<file path="src/hw/rtl/gnab_pkg.sv">
// shared constants and register indexes for the glyph nibble atlas blitter
`timescale 1ns / 1ps

package gnab_pkg;

    // atlas geometry
    localparam int IMAGE_WIDTH = 2016;
    localparam int TILE_HEIGHT = 48;
    localparam int SPLIT_INDEX = 7023;
    localparam int INDEX_BITS  = 25;

    localparam int FULL_TILE_W = 48;
    localparam int HALF_TILE_W = 24;

    // tiles per atlas row, at least one
    localparam int FULL_PER_ROW = (IMAGE_WIDTH / FULL_TILE_W) < 1 ? 1 : IMAGE_WIDTH / FULL_TILE_W;
    localparam int HALF_PER_ROW = (IMAGE_WIDTH / HALF_TILE_W) < 1 ? 1 : IMAGE_WIDTH / HALF_TILE_W;

    // full-width tile rows that sit above the half-width region
    localparam int FULL_ROWS = (SPLIT_INDEX + FULL_PER_ROW - 1) / FULL_PER_ROW;

    localparam int GLYPH_W = 14;
    localparam int COL_W   = $clog2(HALF_PER_ROW) < 1 ? 1 : $clog2(HALF_PER_ROW);
    localparam int X_W     = $clog2(IMAGE_WIDTH + 1);

    // index of the first pixel of a tile row, and the step between tile rows
    localparam logic [INDEX_BITS-1:0] ROW_STEP =
        INDEX_BITS'(longint'(TILE_HEIGHT) * longint'(IMAGE_WIDTH));
    localparam logic [INDEX_BITS-1:0] HALF_BASE =
        INDEX_BITS'(longint'(FULL_ROWS) * longint'(TILE_HEIGHT) * longint'(IMAGE_WIDTH));

    // configuration register indexes
    localparam int CFG_IDX_W = 3;
    localparam logic [CFG_IDX_W-1:0] REG_FULL_SIZE    = 3'd0;
    localparam logic [CFG_IDX_W-1:0] REG_SMALL_WIDTH  = 3'd1;
    localparam logic [CFG_IDX_W-1:0] REG_SPLIT_MODE   = 3'd2;
    localparam logic [CFG_IDX_W-1:0] REG_WHITE_GLYPHS = 3'd3;

    // configuration reset values
    localparam logic [5:0] FULL_SIZE_RESET   = 6'd24;
    localparam logic [4:0] SMALL_WIDTH_RESET = 5'd12;

endpackage

</file>
<file path="src/hw/rtl/glyph_nibble_atlas_blitter_top.sv">
// glyph nibble atlas blitter: nibble bytes in, atlas pixel index and alphas out
`timescale 1ns / 1ps

// Takes one packed glyph byte per cycle unless m_tready stalls the output and
// returns one beat per byte, passing an input register, then the address
// logic, then the output register. A new byte can be accepted every cycle
// when not stalled; the only recurrence is the glyph position counters.
// Tile origins are kept as running counters (column, pixel x and row base
// index for the full-width and the half-width region), so no division is
// needed. The configuration port is always ready and should only be written
// while no beat is in flight. After reset or a restart flag the first glyph
// lands in the top-left tile.
module glyph_nibble_atlas_blitter_top
    import gnab_pkg::*;
(
    input  logic                 aclk,
    input  logic                 aresetn,
    // byte input
    input  logic                 s_tvalid,
    output logic                 s_tready,
    input  logic [7:0]           s_tdata,   // [7:0] packed_byte
    input  logic                 s_tuser,   // [0] restart
    // pixel pair output
    output logic                 m_tvalid,
    input  logic                 m_tready,
    output logic [55:0]          m_tdata,   // [24:0] pixel_index, [32:25] alpha_left,
                                            // [40:33] alpha_right, [48:41] colour_level
    output logic                 m_tlast,   // glyph_done
    output logic                 m_tuser,   // [0] half_width
    // register writes
    input  logic                 cfg_valid,
    output logic                 cfg_ready,
    input  logic [CFG_IDX_W-1:0] cfg_index,
    input  logic [5:0]           cfg_data
);

    // configuration registers
    logic [5:0] full_size_reg;
    logic [4:0] small_width_reg;
    logic       split_mode_reg;
    logic       white_glyphs_reg;

    // input stage
    logic       in_valid_reg;
    logic [7:0] in_byte_reg;
    logic       in_restart_reg;

    // glyph position state
    logic [GLYPH_W-1:0]    glyph_count_reg, glyph_count_next;
    logic [5:0]            col_reg, col_next;
    logic [5:0]            row_reg, row_next;
    logic [COL_W-1:0]      full_col_reg, full_col_next;
    logic [X_W-1:0]        full_x_reg, full_x_next;
    logic [INDEX_BITS-1:0] full_base_reg, full_base_next;
    logic [COL_W-1:0]      half_col_reg, half_col_next;
    logic [X_W-1:0]        half_x_reg, half_x_next;
    logic [INDEX_BITS-1:0] half_base_reg, half_base_next;

    // output stage
    logic                  out_valid_reg;
    logic [INDEX_BITS-1:0] out_index_reg;
    logic [7:0]            out_alpha_l_reg;
    logic [7:0]            out_alpha_r_reg;
    logic                  out_white_reg;
    logic                  out_done_reg;
    logic                  out_half_reg;

    // datapath signals
    logic                  advance;
    logic [GLYPH_W-1:0]    gc_eff;
    logic [5:0]            col_eff, row_eff;
    logic [COL_W-1:0]      fcol_eff, hcol_eff;
    logic [X_W-1:0]        fx_eff, hx_eff, tile_x;
    logic [INDEX_BITS-1:0] fbase_eff, hbase_eff, tile_base;
    logic                  half;
    logic [5:0]            tile_w, glyph_w;
    logic signed [7:0]     dx, dy, cx, cy, row_off;
    logic [INDEX_BITS-1:0] row_term, index;
    logic                  row_end, glyph_end;
    logic [GLYPH_W-1:0]    gc_inc;
    logic [7:0]            alpha_l, alpha_r;

    // handshake: output register decouples the two sides
    assign advance   = !out_valid_reg || m_tready;
    assign s_tready  = !in_valid_reg || advance;
    assign cfg_ready = 1'b1;

    // restart clears the position before this byte
    always_comb begin
        if (in_restart_reg) begin
            gc_eff    = '0;
            col_eff   = '0;
            row_eff   = '0;
            fcol_eff  = '0;
            fx_eff    = '0;
            fbase_eff = '0;
            hcol_eff  = '0;
            hx_eff    = '0;
            hbase_eff = HALF_BASE;
        end else begin
            gc_eff    = glyph_count_reg;
            col_eff   = col_reg;
            row_eff   = row_reg;
            fcol_eff  = full_col_reg;
            fx_eff    = full_x_reg;
            fbase_eff = full_base_reg;
            hcol_eff  = half_col_reg;
            hx_eff    = half_x_reg;
            hbase_eff = half_base_reg;
        end
    end

    // tile selection and centring offsets (halved toward zero)
    always_comb begin
        half      = split_mode_reg && (gc_eff >= GLYPH_W'(SPLIT_INDEX));
        tile_w    = half ? 6'(HALF_TILE_W) : 6'(FULL_TILE_W);
        glyph_w   = half ? {1'b0, small_width_reg} : full_size_reg;
        tile_x    = half ? hx_eff : fx_eff;
        tile_base = half ? hbase_eff : fbase_eff;
        dx        = $signed({2'b00, tile_w}) - $signed({2'b00, glyph_w});
        dy        = $signed(8'(TILE_HEIGHT)) - $signed({2'b00, full_size_reg});
        cx        = (dx + $signed({7'b0, dx[7]})) >>> 1;
        cy        = (dy + $signed({7'b0, dy[7]})) >>> 1;
        row_off   = $signed({2'b00, row_eff}) + cy;
        row_term  = INDEX_BITS'({{(INDEX_BITS-8){row_off[7]}}, row_off}
                    * INDEX_BITS'(IMAGE_WIDTH));
        index     = tile_base + row_term
                    + INDEX_BITS'(tile_x)
                    + {{(INDEX_BITS-8){cx[7]}}, cx}
                    + INDEX_BITS'(col_eff);
        alpha_l   = {in_byte_reg[3:0], in_byte_reg[3:0]};
        alpha_r   = {in_byte_reg[7:4], in_byte_reg[7:4]};
    end

    // end of glyph row and of glyph
    always_comb begin
        row_end   = (7'(col_eff) + 7'd2) >= 7'(glyph_w);
        glyph_end = row_end && ((7'(row_eff) + 7'd1) >= 7'(full_size_reg));
        gc_inc    = gc_eff + 1'b1;
    end

    // next glyph position
    always_comb begin
        glyph_count_next = gc_eff;
        col_next         = col_eff + 6'd2;
        row_next         = row_eff;
        full_col_next    = fcol_eff;
        full_x_next      = fx_eff;
        full_base_next   = fbase_eff;
        half_col_next    = hcol_eff;
        half_x_next      = hx_eff;
        half_base_next   = hbase_eff;
        if (row_end) begin
            col_next = '0;
            row_next = row_eff + 6'd1;
        end
        if (glyph_end) begin
            row_next         = '0;
            glyph_count_next = gc_inc;
            // full-width tile follows the glyph count
            if (gc_inc == '0) begin
                full_col_next  = '0;
                full_x_next    = '0;
                full_base_next = '0;
            end else if (fcol_eff == COL_W'(FULL_PER_ROW - 1)) begin
                full_col_next  = '0;
                full_x_next    = '0;
                full_base_next = fbase_eff + ROW_STEP;
            end else begin
                full_col_next = fcol_eff + 1'b1;
                full_x_next   = fx_eff + X_W'(FULL_TILE_W);
            end
            // half-width tile counts from the split index
            if (gc_inc <= GLYPH_W'(SPLIT_INDEX)) begin
                half_col_next  = '0;
                half_x_next    = '0;
                half_base_next = HALF_BASE;
            end else if (hcol_eff == COL_W'(HALF_PER_ROW - 1)) begin
                half_col_next  = '0;
                half_x_next    = '0;
                half_base_next = hbase_eff + ROW_STEP;
            end else begin
                half_col_next = hcol_eff + 1'b1;
                half_x_next   = hx_eff + X_W'(HALF_TILE_W);
            end
        end
    end

    // configuration registers
    always_ff @(posedge aclk) begin
        if (!aresetn) begin
            full_size_reg    <= FULL_SIZE_RESET;
            small_width_reg  <= SMALL_WIDTH_RESET;
            split_mode_reg   <= 1'b1;
            white_glyphs_reg <= 1'b0;
        end else if (cfg_valid && cfg_ready) begin
            unique case (cfg_index)
                REG_FULL_SIZE:    full_size_reg    <= cfg_data;
                REG_SMALL_WIDTH:  small_width_reg  <= cfg_data[4:0];
                REG_SPLIT_MODE:   split_mode_reg   <= cfg_data[0];
                REG_WHITE_GLYPHS: white_glyphs_reg <= cfg_data[0];
                default: ;
            endcase
        end
    end

    // input stage, position state and output stage
    always_ff @(posedge aclk) begin
        if (!aresetn) begin
            in_valid_reg    <= 1'b0;
            out_valid_reg   <= 1'b0;
            glyph_count_reg <= '0;
            col_reg         <= '0;
            row_reg         <= '0;
            full_col_reg    <= '0;
            full_x_reg      <= '0;
            full_base_reg   <= '0;
            half_col_reg    <= '0;
            half_x_reg      <= '0;
            half_base_reg   <= HALF_BASE;
        end else begin
            // output beat taken or replaced
            if (advance) begin
                out_valid_reg <= in_valid_reg;
            end
            // byte moves from the input register into the output register
            if (advance && in_valid_reg) begin
                glyph_count_reg <= glyph_count_next;
                col_reg         <= col_next;
                row_reg         <= row_next;
                full_col_reg    <= full_col_next;
                full_x_reg      <= full_x_next;
                full_base_reg   <= full_base_next;
                half_col_reg    <= half_col_next;
                half_x_reg      <= half_x_next;
                half_base_reg   <= half_base_next;
            end
            // new input beat
            if (s_tready) begin
                in_valid_reg <= s_tvalid;
            end
        end
    end

    // payload registers
    always_ff @(posedge aclk) begin
        if (s_tready && s_tvalid) begin
            in_byte_reg    <= s_tdata;
            in_restart_reg <= s_tuser;
        end
        if (advance && in_valid_reg) begin
            out_index_reg   <= index;
            out_alpha_l_reg <= alpha_l;
            out_alpha_r_reg <= alpha_r;
            out_white_reg   <= white_glyphs_reg;
            out_done_reg    <= glyph_end;
            out_half_reg    <= half;
        end
    end

    // output beat
    assign m_tvalid = out_valid_reg;
    assign m_tdata  = {7'b0, {8{out_white_reg}}, out_alpha_r_reg, out_alpha_l_reg,
                       out_index_reg};
    assign m_tlast  = out_done_reg;
    assign m_tuser  = out_half_reg;

endmodule
</file>
<file path="config.mk">
export PLATFORM = sky130hd
export DESIGN_NAME = glyph_nibble_atlas_blitter_top
export DESIGN_NICKNAME = d
export VERILOG_FILES = /design/src/hw/rtl/gnab_pkg.sv /design/src/hw/rtl/glyph_nibble_atlas_blitter_top.sv
export SDC_FILE = /design/constraint.sdc
export NUM_CORES = 1
export LEC_CHECK = 0
export ABC_AREA = 1
export BUFFER_PORTS_ARGS = -buffer_cell sky130_fd_sc_hd__buf_2
export CAP_MARGIN = 5
export CORE_MARGIN = 2
export CORE_UTILIZATION = 63
export CTS_CLUSTER_DIAMETER = 30
export CTS_CLUSTER_SIZE = 20
export DETAILED_ROUTE_END_ITERATION = 10
export MAX_ROUTING_LAYER = met4
export PLACE_DENSITY = 0.82
export SYNTH_ARGS = -nofsm -noshare
export SYNTH_HDL_FRONTEND = slang
export SYNTH_SLANG_ARGS = --single-unit
export TNS_END_PERCENT = 100
</file>
<file path="constraint.sdc">
create_clock -name aclk -period 10.6 [get_ports aclk]
set_input_delay 0.53 -clock aclk [delete_from_list [all_inputs] [get_ports aclk]]
set_output_delay 0.53 -clock aclk [all_outputs]
set_load 0.03 [all_outputs]
</file>
==> results.json <==
{
  "outcome": "finished clean",
  "post-cts-setup-buffer-count": 0,
  "pre_cts_slack_ns": 1.16,
  "dp_hpwl_microns": 23900,
  "initial_core_util_pct": 63.7,
  "final_nets": 2095,
  "cts_sinks": 172,
  "fin_util_pct": 68.1,
  "async_flop_share_pct": 0,
  "synthMuxAreaShare_pct": 0.0724,
  "hold_viol": 0,
  "final_cell_area_sq_mm": 0.0148,
  "cts_buffers": 17,
  "finalSetupViolCount": 0,
  "vdd_ir_drop_max_v": 0.000119,
  "fin_worst_skew_ns": 0.0149,
  "fin_setup_tns_ns": 0,
  "core-area_sq_mm": 0.0217,
  "fp.dieH_microns": 152,
  "grt_pass1_vias": 11695,
  "drv_slew": 0,
  "p_total_mw": 2.19,
  "synthTopCellsByCount": "nand2_1, inv_1, nor2_1, a21oi_1, dfxtp_1",
  "use_met2_pct": 49.6,
  "wire_per_inst_microns": 15.0,
  "clk_pin_slew_worst_paths_ns": 0.07,
  "power.share.sequential_pct": 33.3,
  "p_clk_share_pct": 30.2,
  "via_per_inst": 5.61,
  "dp_cells": 2168,
  "root_buffer": "clkbuf_16",
  "ios": 84,
  "synth_area_leaders": "dfxtp_1, nand2_1, ha_1, edfxtp_1, inv_1",
  "htree_levels": 4,
  "drt_iter0_drc": 927,
  "cp-start-kind": "flop",
  "grt_pass1_wl_microns": 54800,
  "drtAntennaViolNets": 0,
  "fill_cells": 1816,
  "yosys.area_share.simple_pct": 24.6,
  "synth_top_family_by_area": "simple AND/OR/NAND/NOR gates",
  "syn_area_sq_mm": 0.0138,
  "cts_tree": "built",
  "synth_top_cell_area_share_pct": 18.4,
  "synthAdderAreaFrac_pct": 17.8,
  "synth.most_common_cell": "nand2_1",
  "whs_ns": 0.261,
  "syn_to_final_growth_pct": 6.84,
  "slowest_delay_ns": 0.59,
  "pwr-share-comb_pct": 36.5,
  "yosys.area.top_type": "dfxtp_1",
  "min_path_type": "in2reg",
  "yosysSeqAreaShare_pct": 28.2,
  "arrival_ns": 9.99,
  "place_area_sq_mm": 0.0141,
  "clock_path_buffers": 2,
  "endpoint_kind": "flop",
  "busiest_layer": "met2",
  "layout_min_cycle_time_ns": 9.80,
  "fp-row-count": 54,
  "cp_slowest_cell": "fa_1",
  "overflow": 0,
  "port_buffers": 75,
  "p_sw_uw": 805,
  "clock_latency_ns": 0.45,
  "p_int_mw": 1.38,
  "power.density_mw_per_mm2": 148,
  "finalCritPeriodShare_pct": 92.4,
  "drcViolationCount": 0,
  "required_ns": 10.80,
  "synth.avg_cell_area_sq_um": 7.34,
  "num_vias": 12343,
  "drive_gt1_share_pct": 8.70,
  "antenna_found_initial": 1,
  "maxSlewHeadroom_pct": 24.0,
  "synth-edff-count": 45,
  "synth_compound_area_share_pct": 11.5,
  "routabilityCongestion": 0.891,
  "cts_resized": 0,
  "netSwitchingFraction_pct": 36.8,
  "max_cap_violations": 0,
  "dr.pass1.iters": 6,
  "stdcell_count": 2201,
  "rsz0062_at_grt": "false",
  "yosysUniqueCellTypes": 58,
  "timing.final.ws_setup_ns": 0.804,
  "die_w_microns": 152,
  "use_met1_pct": 36.9,
  "synth_xor_area_share_pct": 6.40,
  "worstMarginPinSlew_ns": 1.14,
  "leakagePower_nw": 6.91,
  "grt_max_degree": 101,
  "max_freq_ghz": 0.102,
  "cts_hold_buf": 0,
  "synth-main-ff-cell": "dfxtp_1",
  "synth_cells": 1883,
  "grt.total_usage_pct": 29.6,
  "ys_seq_elements": 172,
  "synth_warnings": 0,
  "worstSetupPathType": "reg2reg",
  "wirelength_microns": 33100,
  "critPathMaxFanout": 5,
  "dieArea_sq_mm": 0.0231,
  "globalRouteMet3Util_pct": 3.94
}
-- cell type report --
class / instances / area [sq um] / area share, %
flip-flops and latches: 172 / 3890 / 26.4
repair buffers: 81 / 420 / 2.85
diodes: 1 / 2.50 / 0.0169
multi-input cells: 1344 / 8380 / 56.8
inverters: 291 / 1100 / 7.47
clock inverters: 12 / 149 / 1.01
well taps: 280 / 350 / 2.37
clock buffers: 20 / 467 / 3.16
-- layer usage --
metal / routed length, microns / part of all wire, % / up-vias
li1: - / - / 6090
met1: 14500 / 44 / 5781
met2: 15700 / 47 / 403
met3: 1990 / 6.0 / 69
met4: 857 / 2.6 / 0
met5: 0 / 0 / -
-- power groups by stage --
| stage | Clock, mW | Sequential (mW) | Combinational [mW] |
|---|---|---|---|
| after floorplan | 0 | 0.787 | 0.560 |
| after global placement | 0 | 0.744 | 0.734 |
| after detailed placement | 0 | 0.745 | 0.763 |
| after CTS | 0.669 | 0.731 | 0.790 |
| after global routing | 0.694 | 0.732 | 0.897 |
| final | 0.661 | 0.730 | 0.799 |
-- critical path: cells and delay by family, from the launching register on --
| family | cells | cell delay, ns |
|---|---|---|
| fa+ha+maj | 11 | 4.23 |
| simple gates | 18 | 2.26 |
| compound gates | 8 | 1.40 |
| xor+xnor | 4 | 0.87 |
| buf+inv | 5 | 0.41 |
| flops | 1 | 0.37 |
-- placed cells by master, fill, tap and decap left out, types with 52 or more instances in the layout --
cell	n
nor2_1	177
xor2_1	72
a21oi_1	155
inv_1	280
nand3_1	98
buf_2	75
ha_1	113
fa_1	52
o21ai_0	87
nand2_1	392
dfxtp_1	127
-- path summary, 6_finish.rpt --
check	slack, ns	startpoint	to	depth (start not counted)
max reg2reg	0.80	full_size_reg[0]$_SDFFE_PN0P_	out_index_reg[23]$_DFFE_PP_	46
min reg2reg	0.42	in_byte_reg[4]$_DFFE_PP_	out_alpha_r_reg[4]$_DFFE_PP_	0
max	0.80	full_size_reg[0]$_SDFFE_PN0P_	out_index_reg[23]$_DFFE_PP_	46
min	0.26	s_tdata[6]	in_byte_reg[6]$_DFFE_PP_	1
-- kinds of logic after synthesis --
kind of cell / after synthesis
AOI/OAI and AO/OA: 293
adders and majority gates: 165
and+or+nand+nor: 776
buffers and inverters: 373
DFF: 172
muxes: 1
xor gates and xnor gates: 101
other: 2
Note: power is estimated with default switching activity, not from simulation.
